[src/hw/rtl/ctf_pkg.sv]
`timescale 1ns / 1ps
// ----------------------------------------------------------------------------
// Complementary tilt filter package
// Shared widths, register indexes, reset values, the arctangent table,
// the request types of both channels and the saturation helper.
// ----------------------------------------------------------------------------
package ctf_pkg;

    // Number of CORDIC vectoring steps (8 to 32).
    localparam int CORDIC_ITERATIONS = 16;

    // Arctangent table depth and the index width that follows from it.
    localparam int ATAN_DEPTH = 32;
    localparam int ITER_IDX_W = $clog2(ATAN_DEPTH);

    // Datapath widths.
    localparam int ANGLE_W        = 32;
    localparam int CORDIC_W       = 32;
    localparam int CORDIC_SCALE   = 14;
    localparam int SAT_W          = 36;
    localparam int MUL_MCAND_W    = 34;
    localparam int MUL_MPLIER_W   = 16;
    localparam int MUL_PROD_W     = MUL_MCAND_W + MUL_MPLIER_W;
    localparam int MUL_CNT_W      = $clog2(MUL_MPLIER_W);
    localparam int MIX_W          = 52;

    // Configuration port.
    localparam int CFG_INDEX_W = 2;
    localparam int CFG_DATA_W  = 32;

    localparam logic [CFG_INDEX_W-1:0] CFG_BLEND_COEFF  = 2'd0;
    localparam logic [CFG_INDEX_W-1:0] CFG_GYRO_GAIN    = 2'd1;
    localparam logic [CFG_INDEX_W-1:0] CFG_ACCEL_OFFSET = 2'd2;

    localparam logic [15:0]        BLEND_COEFF_RESET  = 16'd62259;
    localparam logic [23:0]        GYRO_GAIN_RESET    = 24'd8600;
    localparam logic signed [31:0] ACCEL_OFFSET_RESET = 32'sd0;

    // Ninety degrees in 1/65536 degree.
    localparam logic signed [ANGLE_W-1:0] DEG90 = 32'sd5898240;

    // Rounding terms for the gyro increment and the blend.
    localparam logic [39:0]             INCR_ROUND = 40'd128;
    localparam logic signed [MIX_W-1:0] MIX_ROUND  = 52'sd32768;

    // Saturation limits on the widened intermediate.
    localparam logic signed [SAT_W-1:0] SAT_MAX = 36'sd2147483647;
    localparam logic signed [SAT_W-1:0] SAT_MIN = -36'sd2147483648;

    // atan(2^-i) in 1/65536 degree.
    localparam logic signed [ANGLE_W-1:0] ATAN_LUT [ATAN_DEPTH] = '{
        32'sd2949120, 32'sd1740967, 32'sd919879, 32'sd466945,
        32'sd234379,  32'sd117304,  32'sd58666,  32'sd29335,
        32'sd14668,   32'sd7334,    32'sd3667,   32'sd1833,
        32'sd917,     32'sd458,     32'sd229,    32'sd115,
        32'sd57,      32'sd29,      32'sd14,     32'sd7,
        32'sd4,       32'sd2,       32'sd1,      32'sd0,
        32'sd0,       32'sd0,       32'sd0,      32'sd0,
        32'sd0,       32'sd0,       32'sd0,      32'sd0
    };

    // Input request: one raw IMU sample.
    typedef struct packed {
        logic              kind;
        logic signed [15:0] gyro_rate;
        logic signed [15:0] accel_y;
        logic signed [15:0] accel_z;
    } t_in_item;

    // Output request: the three angles.
    typedef struct packed {
        logic signed [31:0] accel_angle;
        logic signed [31:0] gyro_angle;
        logic signed [31:0] fused_angle;
    } t_out_item;

    // Control of one serial multiplier run.
    typedef struct packed {
        logic start;
        logic signed_mplier;
    } t_mul_ctrl;

    // Sequencer states of the top level.
    typedef enum logic [2:0] {
        ST_IDLE,
        ST_RUN,
        ST_PREP1,
        ST_PREP2,
        ST_BLEND_GO,
        ST_BLEND,
        ST_FINISH
    } t_state;

    // Clamp a widened signed value to the 32-bit range.
    function automatic logic signed [ANGLE_W-1:0] sat32(input logic signed [SAT_W-1:0] v);
        logic signed [ANGLE_W-1:0] r;
        if (v > SAT_MAX) begin
            r = SAT_MAX[ANGLE_W-1:0];
        end else if (v < SAT_MIN) begin
            r = SAT_MIN[ANGLE_W-1:0];
        end else begin
            r = v[ANGLE_W-1:0];
        end
        return r;
    endfunction

endpackage

[src/hw/rtl/complementary_tilt_filter_unit.sv]
`timescale 1ns / 1ps
// ----------------------------------------------------------------------------
// Complementary tilt filter
// Accelerometer tilt by CORDIC, gyro integration and complementary blend of
// the two, with bit-serial multipliers for the gain and the blend weight.
// ----------------------------------------------------------------------------
//
//   Channel   Direction  Handshake                 Payload
//   input     in         i_in_valid / o_in_stall   i_in_data   (t_in_item)
//   output    out        o_out_valid / i_out_stall o_out_data  (t_out_item)
//   config    in         i_cfg_we                  i_cfg_index, i_cfg_data
//
// A filter sample runs the CORDIC loop, one micro-rotation a cycle, followed
// by the 16-step bit-serial blend multiplier; a seed skips the blend. The
// gyro product runs alongside the CORDIC. Reset is synchronous and clears
// both stored angles and the registers to their defaults. A stalled result
// sits in the output register while the next request is already taken;
// only a second finished result waits for it.
// ----------------------------------------------------------------------------
module complementary_tilt_filter_unit (
    input  logic                                  i_clk,
    input  logic                                  i_rst_n,
    input  logic                                  i_in_valid,
    output logic                                  o_in_stall,
    input  ctf_pkg::t_in_item                     i_in_data,
    output logic                                  o_out_valid,
    input  logic                                  i_out_stall,
    output ctf_pkg::t_out_item                    o_out_data,
    input  logic                                  i_cfg_we,
    input  logic [ctf_pkg::CFG_INDEX_W-1:0]       i_cfg_index,
    input  logic [ctf_pkg::CFG_DATA_W-1:0]        i_cfg_data
);
    import ctf_pkg::*;

    t_state                      r_state, n_state;

    logic [15:0]                 r_blend_coeff;
    logic [23:0]                 r_gyro_gain;
    logic signed [31:0]          r_accel_offset;

    logic                        r_kind;
    logic                        r_seed_ok;
    logic                        r_cordic_flag;
    logic                        r_gyro_flag;
    logic signed [ANGLE_W-1:0]   r_raw;
    logic signed [ANGLE_W-1:0]   r_accel;
    logic signed [ANGLE_W-1:0]   r_incr;
    logic signed [ANGLE_W:0]     r_sum;
    logic signed [ANGLE_W-1:0]   r_gyro_next;
    logic signed [ANGLE_W-1:0]   r_gyro_angle;
    logic signed [ANGLE_W-1:0]   r_fused_angle;
    logic                        r_out_valid;
    t_out_item                   r_out;

    logic                        in_accept;
    logic                        out_free;
    logic                        finish_fire;
    logic                        cordic_start;
    logic                        cordic_done;
    logic signed [ANGLE_W-1:0]   cordic_angle;
    t_mul_ctrl                   gyro_ctrl, blend_ctrl;
    logic                        gyro_done, blend_done;
    logic signed [MUL_PROD_W-1:0] gyro_prod, blend_prod;
    logic signed [MUL_MCAND_W-1:0] gyro_mcand, blend_mcand;

    logic signed [ANGLE_W-1:0]   raw_tilt;
    logic [39:0]                 incr_round;
    logic signed [MIX_W-1:0]     mix;
    logic signed [ANGLE_W-1:0]   fused_mixed;
    logic signed [ANGLE_W-1:0]   new_gyro, new_fused;

    // Accelerometer tilt: atan2(z, y).
    ctf_cordic u_cordic (
        .i_clk   (i_clk),
        .i_rst_n (i_rst_n),
        .i_start (cordic_start),
        .i_vec_y (i_in_data.accel_z),
        .i_vec_x (i_in_data.accel_y),
        .o_done  (cordic_done),
        .o_angle (cordic_angle)
    );

    // Gyro product: rate times gain, runs alongside the CORDIC.
    assign gyro_mcand = MUL_MCAND_W'($signed({1'b0, r_gyro_gain}));

    ctf_serial_mul u_gyro_mul (
        .i_clk     (i_clk),
        .i_rst_n   (i_rst_n),
        .i_ctrl    (gyro_ctrl),
        .i_mcand   (gyro_mcand),
        .i_mplier  (i_in_data.gyro_rate),
        .o_done    (gyro_done),
        .o_product (gyro_prod)
    );

    // Blend product: k times (sum - accel).
    assign blend_mcand = MUL_MCAND_W'(r_sum) - MUL_MCAND_W'(r_accel);

    ctf_serial_mul u_blend_mul (
        .i_clk     (i_clk),
        .i_rst_n   (i_rst_n),
        .i_ctrl    (blend_ctrl),
        .i_mcand   (blend_mcand),
        .i_mplier  (r_blend_coeff),
        .o_done    (blend_done),
        .o_product (blend_prod)
    );

    // Handshake terms.
    assign in_accept   = i_in_valid && !o_in_stall;
    assign out_free    = !r_out_valid || !i_out_stall;

    // Next state.
    always_comb begin
        n_state = r_state;
        unique case (r_state)
            ST_IDLE: begin
                if (in_accept) n_state = ST_RUN;
            end
            ST_RUN: begin
                if (r_cordic_flag && r_gyro_flag) n_state = ST_PREP1;
            end
            ST_PREP1: begin
                n_state = r_kind ? ST_FINISH : ST_PREP2;
            end
            ST_PREP2: begin
                n_state = ST_BLEND_GO;
            end
            ST_BLEND_GO: begin
                n_state = ST_BLEND;
            end
            ST_BLEND: begin
                if (blend_done) n_state = ST_FINISH;
            end
            ST_FINISH: begin
                if (out_free) n_state = ST_IDLE;
            end
            default: begin
                n_state = ST_IDLE;
            end
        endcase
    end

    // State outputs.
    always_comb begin
        o_in_stall               = (r_state != ST_IDLE);
        cordic_start             = (r_state == ST_IDLE) && i_in_valid;
        gyro_ctrl.start          = (r_state == ST_IDLE) && i_in_valid;
        gyro_ctrl.signed_mplier  = 1'b1;
        blend_ctrl.start         = (r_state == ST_BLEND_GO);
        blend_ctrl.signed_mplier = 1'b0;
        finish_fire              = (r_state == ST_FINISH) && out_free;
    end

    always_ff @(posedge i_clk) begin
        if (!i_rst_n) begin
            r_state <= ST_IDLE;
        end else begin
            r_state <= n_state;
        end
    end

    // Configuration registers.
    always_ff @(posedge i_clk) begin
        if (!i_rst_n) begin
            r_blend_coeff  <= BLEND_COEFF_RESET;
            r_gyro_gain    <= GYRO_GAIN_RESET;
            r_accel_offset <= ACCEL_OFFSET_RESET;
        end else if (i_cfg_we) begin
            unique case (i_cfg_index)
                CFG_BLEND_COEFF:  r_blend_coeff  <= i_cfg_data[15:0];
                CFG_GYRO_GAIN:    r_gyro_gain    <= i_cfg_data[23:0];
                CFG_ACCEL_OFFSET: r_accel_offset <= $signed(i_cfg_data[31:0]);
                default: begin
                end
            endcase
        end
    end

    // Completion flags of the two units started with the request.
    always_ff @(posedge i_clk) begin
        if (!i_rst_n) begin
            r_cordic_flag <= 1'b0;
            r_gyro_flag   <= 1'b0;
        end else if (in_accept) begin
            r_cordic_flag <= 1'b0;
            r_gyro_flag   <= 1'b0;
        end else begin
            if (cordic_done) r_cordic_flag <= 1'b1;
            if (gyro_done)   r_gyro_flag   <= 1'b1;
        end
    end

    // Request attributes kept for the later steps.
    always_ff @(posedge i_clk) begin
        if (in_accept) begin
            r_kind    <= i_in_data.kind;
            r_seed_ok <= (i_in_data.accel_z != 16'sd0);
        end
    end

    // First preparation step: tilt, offset tilt and rounded gyro increment.
    assign raw_tilt   = cordic_angle - DEG90;
    assign incr_round = gyro_prod[39:0] + INCR_ROUND;

    always_ff @(posedge i_clk) begin
        if (r_state == ST_PREP1) begin
            r_raw   <= raw_tilt;
            r_accel <= sat32(SAT_W'(raw_tilt) + SAT_W'(r_accel_offset));
            r_incr  <= $signed(incr_round[39:8]);
        end
    end

    // Second preparation step: predicted angle and the new gyro angle.
    always_ff @(posedge i_clk) begin
        if (r_state == ST_PREP2) begin
            r_sum       <= (ANGLE_W + 1)'(r_fused_angle) + (ANGLE_W + 1)'(r_incr);
            r_gyro_next <= sat32(SAT_W'(r_gyro_angle) + SAT_W'(r_incr));
        end
    end

    // Blend: accel * 65536 + k * (sum - accel), rounded, back to 1/65536 degree.
    assign mix         = $signed({SAT_W'(r_accel), 16'd0}) + MIX_W'(blend_prod) + MIX_ROUND;
    assign fused_mixed = sat32($signed(mix[MIX_W-1:16]));

    // Values of the stored angles after this request.
    always_comb begin
        if (r_kind) begin
            new_gyro  = r_seed_ok ? r_raw : r_gyro_angle;
            new_fused = r_seed_ok ? r_raw : r_fused_angle;
        end else begin
            new_gyro  = r_gyro_next;
            new_fused = fused_mixed;
        end
    end

    // Stored angles.
    always_ff @(posedge i_clk) begin
        if (!i_rst_n) begin
            r_gyro_angle  <= '0;
            r_fused_angle <= '0;
        end else if (finish_fire) begin
            r_gyro_angle  <= new_gyro;
            r_fused_angle <= new_fused;
        end
    end

    // Output register.
    always_ff @(posedge i_clk) begin
        if (!i_rst_n) begin
            r_out_valid <= 1'b0;
        end else if (finish_fire) begin
            r_out_valid <= 1'b1;
        end else if (!i_out_stall) begin
            r_out_valid <= 1'b0;
        end
    end

    always_ff @(posedge i_clk) begin
        if (finish_fire) begin
            r_out.accel_angle <= r_accel;
            r_out.gyro_angle  <= new_gyro;
            r_out.fused_angle <= new_fused;
        end
    end

    assign o_out_valid = r_out_valid;
    assign o_out_data  = r_out;

    a_accept_stalls: assert property (@(posedge i_clk) disable iff (!i_rst_n)
        in_accept |=> o_in_stall)
        else $error("Input not stalled after a request was taken.");

    a_out_from_finish: assert property (@(posedge i_clk) disable iff (!i_rst_n)
        $rose(o_out_valid) |-> $past(r_state == ST_FINISH))
        else $error("Result appeared outside the finishing step.");

    a_cordic_in_run: assert property (@(posedge i_clk) disable iff (!i_rst_n)
        cordic_done |-> (r_state == ST_RUN))
        else $error("CORDIC finished while the sequencer was not waiting.");

endmodule

[src/hw/rtl/ctf_cordic.sv]
`timescale 1ns / 1ps
// ----------------------------------------------------------------------------
// CORDIC arctangent unit
// Iterative vectoring CORDIC giving atan2(y, x) in 1/65536 degree, one
// micro-rotation per clock, with a quadrant pre-rotation on start.
// ----------------------------------------------------------------------------
module ctf_cordic (
    input  logic                              i_clk,
    input  logic                              i_rst_n,
    input  logic                              i_start,
    input  logic signed [15:0]                i_vec_y,
    input  logic signed [15:0]                i_vec_x,
    output logic                              o_done,
    output logic signed [ctf_pkg::ANGLE_W-1:0] o_angle
);
    import ctf_pkg::*;

    logic signed [CORDIC_W-1:0] x_scaled, y_scaled;
    logic signed [CORDIC_W-1:0] pre_x, pre_y;
    logic signed [ANGLE_W-1:0]  pre_ang;
    logic signed [CORDIC_W-1:0] x_sh, y_sh;
    logic signed [CORDIC_W-1:0] n_x, n_y;
    logic signed [ANGLE_W-1:0]  n_ang;
    logic                       last_step;

    logic signed [CORDIC_W-1:0] r_x, r_y;
    logic signed [ANGLE_W-1:0]  r_ang;
    logic [ITER_IDX_W-1:0]      r_idx;
    logic                       r_zero;
    logic                       r_busy;
    logic                       r_done;

    // Scale the raw counts up so that the shifts keep precision.
    assign x_scaled = CORDIC_W'($signed({i_vec_x, {CORDIC_SCALE{1'b0}}}));
    assign y_scaled = CORDIC_W'($signed({i_vec_y, {CORDIC_SCALE{1'b0}}}));

    // Points in the left half-plane are turned by a quarter first.
    always_comb begin
        pre_x   = x_scaled;
        pre_y   = y_scaled;
        pre_ang = '0;
        if (x_scaled < 0) begin
            if (y_scaled >= 0) begin
                pre_x   = y_scaled;
                pre_y   = -x_scaled;
                pre_ang = DEG90;
            end else begin
                pre_x   = -y_scaled;
                pre_y   = x_scaled;
                pre_ang = -DEG90;
            end
        end
    end

    // One vectoring micro-rotation, steering y towards zero.
    assign x_sh      = r_x >>> r_idx;
    assign y_sh      = r_y >>> r_idx;
    assign last_step = (r_idx == ITER_IDX_W'(CORDIC_ITERATIONS - 1));

    always_comb begin
        if (r_y > 0) begin
            n_x   = r_x + y_sh;
            n_y   = r_y - x_sh;
            n_ang = r_ang + ATAN_LUT[r_idx];
        end else begin
            n_x   = r_x - y_sh;
            n_y   = r_y + x_sh;
            n_ang = r_ang - ATAN_LUT[r_idx];
        end
    end

    // Iteration control.
    always_ff @(posedge i_clk) begin
        if (!i_rst_n) begin
            r_busy <= 1'b0;
            r_done <= 1'b0;
        end else begin
            r_done <= 1'b0;
            if (i_start) begin
                r_busy <= 1'b1;
            end else if (r_busy && last_step) begin
                r_busy <= 1'b0;
                r_done <= 1'b1;
            end
        end
    end

    // Vector and angle registers.
    always_ff @(posedge i_clk) begin
        if (i_start) begin
            r_x    <= pre_x;
            r_y    <= pre_y;
            r_ang  <= pre_ang;
            r_idx  <= '0;
            r_zero <= (i_vec_x == 16'sd0) && (i_vec_y == 16'sd0);
        end else if (r_busy) begin
            r_x   <= n_x;
            r_y   <= n_y;
            r_ang <= n_ang;
            r_idx <= r_idx + 1'b1;
        end
    end

    // The zero vector has no direction and reads as zero.
    assign o_done  = r_done;
    assign o_angle = r_zero ? '0 : r_ang;

    a_no_restart: assert property (@(posedge i_clk) disable iff (!i_rst_n)
        i_start |-> !r_busy)
        else $error("CORDIC started while still iterating.");

endmodule

[src/hw/rtl/ctf_serial_mul.sv]
`timescale 1ns / 1ps
// ----------------------------------------------------------------------------
// Bit-serial multiplier
// Shift-and-add multiplier taking one multiplier bit per clock, least
// significant first; the top bit may carry negative weight.
// ----------------------------------------------------------------------------
module ctf_serial_mul (
    input  logic                                    i_clk,
    input  logic                                    i_rst_n,
    input  ctf_pkg::t_mul_ctrl                      i_ctrl,
    input  logic signed [ctf_pkg::MUL_MCAND_W-1:0]  i_mcand,
    input  logic [ctf_pkg::MUL_MPLIER_W-1:0]        i_mplier,
    output logic                                    o_done,
    output logic signed [ctf_pkg::MUL_PROD_W-1:0]   o_product
);
    import ctf_pkg::*;

    logic signed [MUL_MCAND_W:0]            mcand_ext;
    logic signed [MUL_MCAND_W:0]            addend;
    logic signed [MUL_MCAND_W:0]            psum;
    logic                                   last_step;
    logic [MUL_MCAND_W+MUL_MPLIER_W:0]      full_prod;

    logic signed [MUL_MCAND_W:0]            r_hi;
    logic [MUL_MPLIER_W-1:0]                r_lo;
    logic signed [MUL_MCAND_W-1:0]          r_mcand;
    logic                                   r_neg_top;
    logic [MUL_CNT_W-1:0]                   r_cnt;
    logic                                   r_busy;
    logic                                   r_done;

    assign mcand_ext = (MUL_MCAND_W + 1)'(r_mcand);
    assign last_step = (r_cnt == MUL_CNT_W'(MUL_MPLIER_W - 1));

    // Partial product for the current multiplier bit; a signed top bit subtracts.
    always_comb begin
        if (r_lo[0]) begin
            addend = (last_step && r_neg_top) ? -mcand_ext : mcand_ext;
        end else begin
            addend = '0;
        end
        psum = r_hi + addend;
    end

    // Step control.
    always_ff @(posedge i_clk) begin
        if (!i_rst_n) begin
            r_busy <= 1'b0;
            r_done <= 1'b0;
        end else begin
            r_done <= 1'b0;
            if (i_ctrl.start) begin
                r_busy <= 1'b1;
            end else if (r_busy && last_step) begin
                r_busy <= 1'b0;
                r_done <= 1'b1;
            end
        end
    end

    // Accumulator and multiplier shift register, shifted right each step.
    always_ff @(posedge i_clk) begin
        if (i_ctrl.start) begin
            r_hi      <= '0;
            r_lo      <= i_mplier;
            r_mcand   <= i_mcand;
            r_neg_top <= i_ctrl.signed_mplier;
            r_cnt     <= '0;
        end else if (r_busy) begin
            r_hi  <= {psum[MUL_MCAND_W], psum[MUL_MCAND_W:1]};
            r_lo  <= {psum[0], r_lo[MUL_MPLIER_W-1:1]};
            r_cnt <= r_cnt + 1'b1;
        end
    end

    assign full_prod = {r_hi, r_lo};
    assign o_done    = r_done;
    assign o_product = $signed(full_prod[MUL_PROD_W-1:0]);

    a_no_restart: assert property (@(posedge i_clk) disable iff (!i_rst_n)
        i_ctrl.start |-> !r_busy)
        else $error("Multiplier started while still busy.");

endmodule
[config.mk]
export PLATFORM = sky130hd
export DESIGN_NAME = complementary_tilt_filter_unit
export DESIGN_NICKNAME = d
export VERILOG_FILES = /design/src/hw/rtl/ctf_pkg.sv /design/src/hw/rtl/complementary_tilt_filter_unit.sv /design/src/hw/rtl/ctf_cordic.sv /design/src/hw/rtl/ctf_serial_mul.sv
export SDC_FILE = /design/constraint.sdc
export NUM_CORES = 2
export LEC_CHECK = 0
export BUFFER_PORTS_ARGS = -buffer_cell sky130_fd_sc_hd__buf_2
export CAP_MARGIN = 15
export CORE_ASPECT_RATIO = 1.2
export CORE_UTILIZATION = 50
export CTS_CLUSTER_SIZE = 20
export DETAILED_ROUTE_END_ITERATION = 10
export GPL_TIMING_DRIVEN = 0
export PLACE_DENSITY = 0.66
export SKIP_CTS_REPAIR_TIMING = 1
export SLEW_MARGIN = 20
export SYNTH_ARGS = -nofsm -noshare
export SYNTH_HDL_FRONTEND = slang
export SYNTH_SLANG_ARGS = --single-unit
[constraint.sdc]
create_clock -name i_clk -period 10 [get_ports i_clk]
set_clock_uncertainty 0.05 [all_clocks]
set_input_delay 2 -clock i_clk [delete_from_list [all_inputs] [get_ports i_clk]]
set_output_delay 2 -clock i_clk [all_outputs]
set_load 0.005 [all_outputs]
==> impl.org <==
** Status
- The flow ran to the end, and the final reports show no timing, DRC or antenna violations.

** Drt
- DRC violation count after routing :: 0
- Iteration count of the initial detailed-routing pass :: 6
- Starting DRT DRC Count :: 3,606
- Via/cell ratio :: 6.223
- Summed over all layers, the routed wires come to 184,000 microns.
- After detailed routing, the average wire length per cell comes to 25.90 microns.
- Vias :: 44,210
- Once detail routing completed, the nets flagged for antenna violations numbered 0.

** Clocking
- Clock transition at the registers of the reported paths :: 0.06 ns
- Clock tree synthesis selected as its root buffer the cell clkbuf_16.
- TritonCTS created 77 clock buffers.
- Insertion delay to the later sink of the worst-skew pair :: 0.67 ns
- The clock passes through at most 3 buffers.
- H-Tree Depth :: 3
- CTS tree :: yes
- The clock drives 675 sinks.

** Pwr
- Static Leakage :: 22.28 nW
- P_int :: 0.01087 W
- Clock power share :: 0.144
- Of the total power, the share spent switching nets is 0.4784.
- Sequential fraction of design power :: 0.224
- Power density relative to cell area :: 375.9 nW/um^2
- Summed over all nets, the switching power comes to 0.009974 W.
- The worst-case IR drop observed on VDD is 0.3884 mV.
- Combinational fraction of design power :: 0.631

** Worst setup path
- At the worst endpoint, the required time is 10.32 ns.
- Cell family with most CP delay :: compound AO/OA/AOI/OAI gates
- STA classifies the critical path startpoint as a flop.
- Tracing the worst setup path back leads to its startpoint at u_cordic.r_idx[1]$_SDFFE_PP0P_.
- The number of buffers and inverters on the critical path is 7.
- In this design, the stage delay of the slowest critical-path cell is 0.65 ns.
- In this run the critical register-to-register path is launched from u_cordic.r_idx[1]$_SDFFE_PP0P_.
- For the worst setup path, the data arrival time is 8.54 ns.
- The worst setup path is of the flop to flop kind.
- Critical Path End Type :: flop
- Maximum fanout count along the critical path :: 10
- The slowest stage of the critical path is the buf_1 cell.

** Min path
- The tightest min-delay check is of the flop to flop type.
- In this run the most critical hold path is launched from r_gyro_gain[12]$_SDFFE_PN0P_.

** Timing
- Crit path time final :: 8.215 ns
- Actual slew at the worst max-slew pin :: 1.186 ns
- Setup TNS after final layout :: 0 ns
- Highest clock rate :: 121.7 MHz
- Setup repair after global routing missed its margin :: false
- The number of max-slew violations in the final report was 0.
- Setup violations remaining at the end of the flow were counted as 0.
- The number of hold violations in the final report came to 0.
- The worst pin sits at a relative slew slack of 0.1870.
- Post-route clock period utilization :: 0.8215

** Yosys
- Synth Instances :: 5,477
- In this run, distinct cell masters in the synthesized netlist total 95.
- Synthesis produced a netlist with a net count of 5,917.
- Leading area contributor after synthesis :: edfxtp_1
- The Yosys step of the flow raised 0 warnings.
- Asr flop ratio synth :: 0
- The share of the Yosys chip area taken by registers is 0.3596.
- Cell area after technology mapping :: 50,000 sq um
- Most common flop cell mapped by yosys :: edfxtp_1
- By area the synthesized netlist is led by edfxtp_1 27%, dfxtp_1 9.2%, ha_1 8.6%.
- Post-synth EDFFs :: 446
- Share of the synthesized area in the top cell type :: 0.2679
- Flops & latches, synth :: 675
- In this run the mean area of a mapped cell was 9.128 sq um.

** Floorplan
- Width of the die :: 290.7 microns
- In this run the standard cell core region covers 98,690 sq um.
- From bottom edge to top edge, the die measures 348.4 microns.
- Initial Util :: 0.5066
- I/O pin total :: 186
- Die Footprint :: 101,300 sq um
- Number of rows created at floorplan :: 126

** Run
- Max-cap check violation count :: 0

** Finish
- Finished layout cell area :: 55,460 sq um
- Multi-input combinational cell area :: 30,250 sq um
- In the final design database the tool counted 6,190 nets.
- Registers take 17,980 sq um.
- Of the cells placed in the final design, the portion with a size suffix greater than 1 is 0.09166.
- After filler insertion, the fill cell instance count of the layout stands at 9,033.
- Post-synthesis to final-layout area growth :: 10.93%

** GRT
- The first global-routing pass estimated 267,000 microns of wire.
- The number of antenna violations at the first check in global routing came to 15.
- Across every metal layer, demand over resource in global routing totals 0.3549.
- Pin count of the biggest net entering global routing :: 51
- The number of global-route vias before repair came to 42,090.
- GRT overflow :: 0

** Placement
- Post-detail-place hpwl :: 146,800 microns
- The congestion estimate from routability-driven global placement came to 1.070.
- Dpl cell area :: 52,750 sq um
- Buffers placed on the I/O ports in this run total 183.
logic make-up (layout without fill, tap and decap cells):
kind of cell | after synthesis | after routing | share of synthesized area
AO/OA/AOI/OAI | 1456 | 1456 | 0.1891
XOR/XNOR | 403 | 403 | 0.07075
adder cells (fa/ha/maj) | 364 | 364 | 0.09199
buffers and inverters | 442 | 780 | 0.03611
flip-flops | 675 | 675 | 0.3596
multiplexers | 241 | 241 | 0.07215
other | 0 | 8 | 0
AND/OR/NAND/NOR | 1896 | 1896 | 0.1803
synth_stat cells (all sizes together), types with 84 or more instances:
cell type / n
nand2: 712
edfxtp: 446
nor2: 376
a21oi: 349
ha: 342
o21ai: 307
xnor2: 256
dfxtp: 229
clkbuf: 185
inv: 184
nand3: 154
xor2: 147
a21o: 140
mux2i: 126
nand2b: 121
a21boi: 111
nor2b: 93
and2: 92
mux4: 92
nor3: 92
a211oi: 84
final timing paths:
| check | to | slack [ns] | cells past startpoint |
|---|---|---|---|
| worst min-delay path | u_gyro_mul.r_mcand[12]$_DFFE_PP_ | 0.38 | 0 |
| worst max-delay path | u_cordic.r_y[31]$_DFFE_PP_ | 1.78 | 25 |
| worst min register to register | u_gyro_mul.r_mcand[12]$_DFFE_PP_ | 0.38 | 0 |
| worst max register to register | u_cordic.r_y[31]$_DFFE_PP_ | 1.78 | 25 |
cell usage in the layout (no fill, tap or decap), types with 18 or more instances in the layout:
| cell type | instances |
|---|---|
| nor2b_1 | 93 |
| o21ai_0 | 291 |
| xnor2_1 | 255 |
| inv_1 | 183 |
| dfxtp_1 | 229 |
| nand2_1 | 712 |
| buf_1 | 25 |
| buf_2 | 211 |
| a21o_1 | 140 |
| and2_1 | 91 |
| mux2i_1 | 126 |
| o31ai_1 | 34 |
| a211oi_1 | 83 |
| nor3_1 | 89 |
| nor2_1 | 374 |
| o211ai_1 | 61 |
| a31oi_1 | 82 |
| or3_1 | 43 |
| xor2_1 | 147 |
| nand3_1 | 154 |
| mux2_2 | 21 |
| ha_1 | 342 |
| a21oi_1 | 349 |
| o21a_1 | 51 |
| clkbuf_1 | 198 |
| edfxtp_1 | 446 |
| o22ai_1 | 20 |
| nor4_1 | 30 |
| or2_2 | 25 |
| and3_1 | 51 |
| a21boi_0 | 111 |
| mux4_2 | 88 |
| a211o_1 | 18 |
| clkbuf_16 | 79 |
| nand4_1 | 34 |
| o21bai_1 | 40 |
| nand2b_1 | 120 |
power groups by stage:
stage                     Sequential (W)  Combinational (W)  Clock [W]
after floorplan                  0.00433            0.00945          0
after global placement           0.00472             0.0126          0
after detailed placement         0.00470             0.0127          0
after CTS                        0.00464             0.0128    0.00304
after global routing             0.00470             0.0142    0.00315
final                            0.00468             0.0132    0.00301
cell type report:
cell class,instances,share of cell area
Buffer,253,0.01994
Tap cell,1280,0.02888
Inverter,189,0.01279
Antenna cell,8,0.0003610
Clock buffer,104,0.03878
Multi-Input combinational cell,4360,0.5454
Sequential cell,675,0.3241
Clock inverter,40,0.009408
Timing Repair Buffer,194,0.02026
through the flow:
| step | total power [W] | setup WS, ns | instances | utilization | hold slack (ns) |
|---|---|---|---|---|---|
| 3_5_place_dp | 0.01740 | 2.048 | 6949 | 0.5345 | 0.3673 |
| 3_3_place_gp | 0.01727 | 1.947 | 6940 | 0.5321 | 0.3671 |
| 4_1_cts | 0.02048 | 2.010 | 7093 | 0.5616 | 0.3830 |
| 2_1_floorplan | 0.01378 | 4.145 | 5477 | - | 0.3581 |
| 6_report | 0.02085 | 1.785 | 7103 | 0.5620 | 0.3801 |
| 5_1_grt | 0.02206 | 1.540 | 7095 | 0.5618 | 0.3906 |
flip-flops by register name, indices dropped and copies added (netlist names), 3 cells and up:
signal               count
u_cordic.r_y            32
r_fused_angle           32
u_blend_mul.r_hi        34
u_gyro_mul.r_lo         16
u_blend_mul.r_lo        16
r_blend_coeff           16
u_gyro_mul.r_cnt         4
u_cordic.r_ang          32
u_blend_mul.r_mcand     34
u_blend_mul.r_cnt        4
r_raw                   32
r_gyro_angle            32
u_cordic.r_x            32
u_cordic.r_idx           5
r_sum                   33
u_gyro_mul.r_mcand      24
r_incr                  32
r_gyro_gain             24
r_state                  3
r_accel                 32
o_out_data              96
u_gyro_mul.r_hi         34
r_gyro_next             32
r_accel_offset          32
worst register-to-register path: cells and delay by family, from the launching register on:
| kind | cells | cell delay [ns] |
|---|---|---|
| AO/OA/AOI/OAI | 11 | 2.79 |
| flip-flops | 1 | 0.38 |
| adder cells (fa/ha/maj) | 1 | 0.39 |
| XOR/XNOR | 1 | 0.18 |
| multiplexers | 1 | 0.47 |
| AND/OR/NAND/NOR | 4 | 0.87 |
| buffers and inverters | 7 | 2.81 |
routing by layer:
metal,share of wire,track usage,up-vias
met1,0.37,0.3903,21080
met4,0.097,0.3021,16
met2,0.47,0.6009,1825
li1,-,-,20660
met5,0.00045,0,-
met3,0.066,0.05737,628
Note: power is estimated with default switching activity, not from simulation.
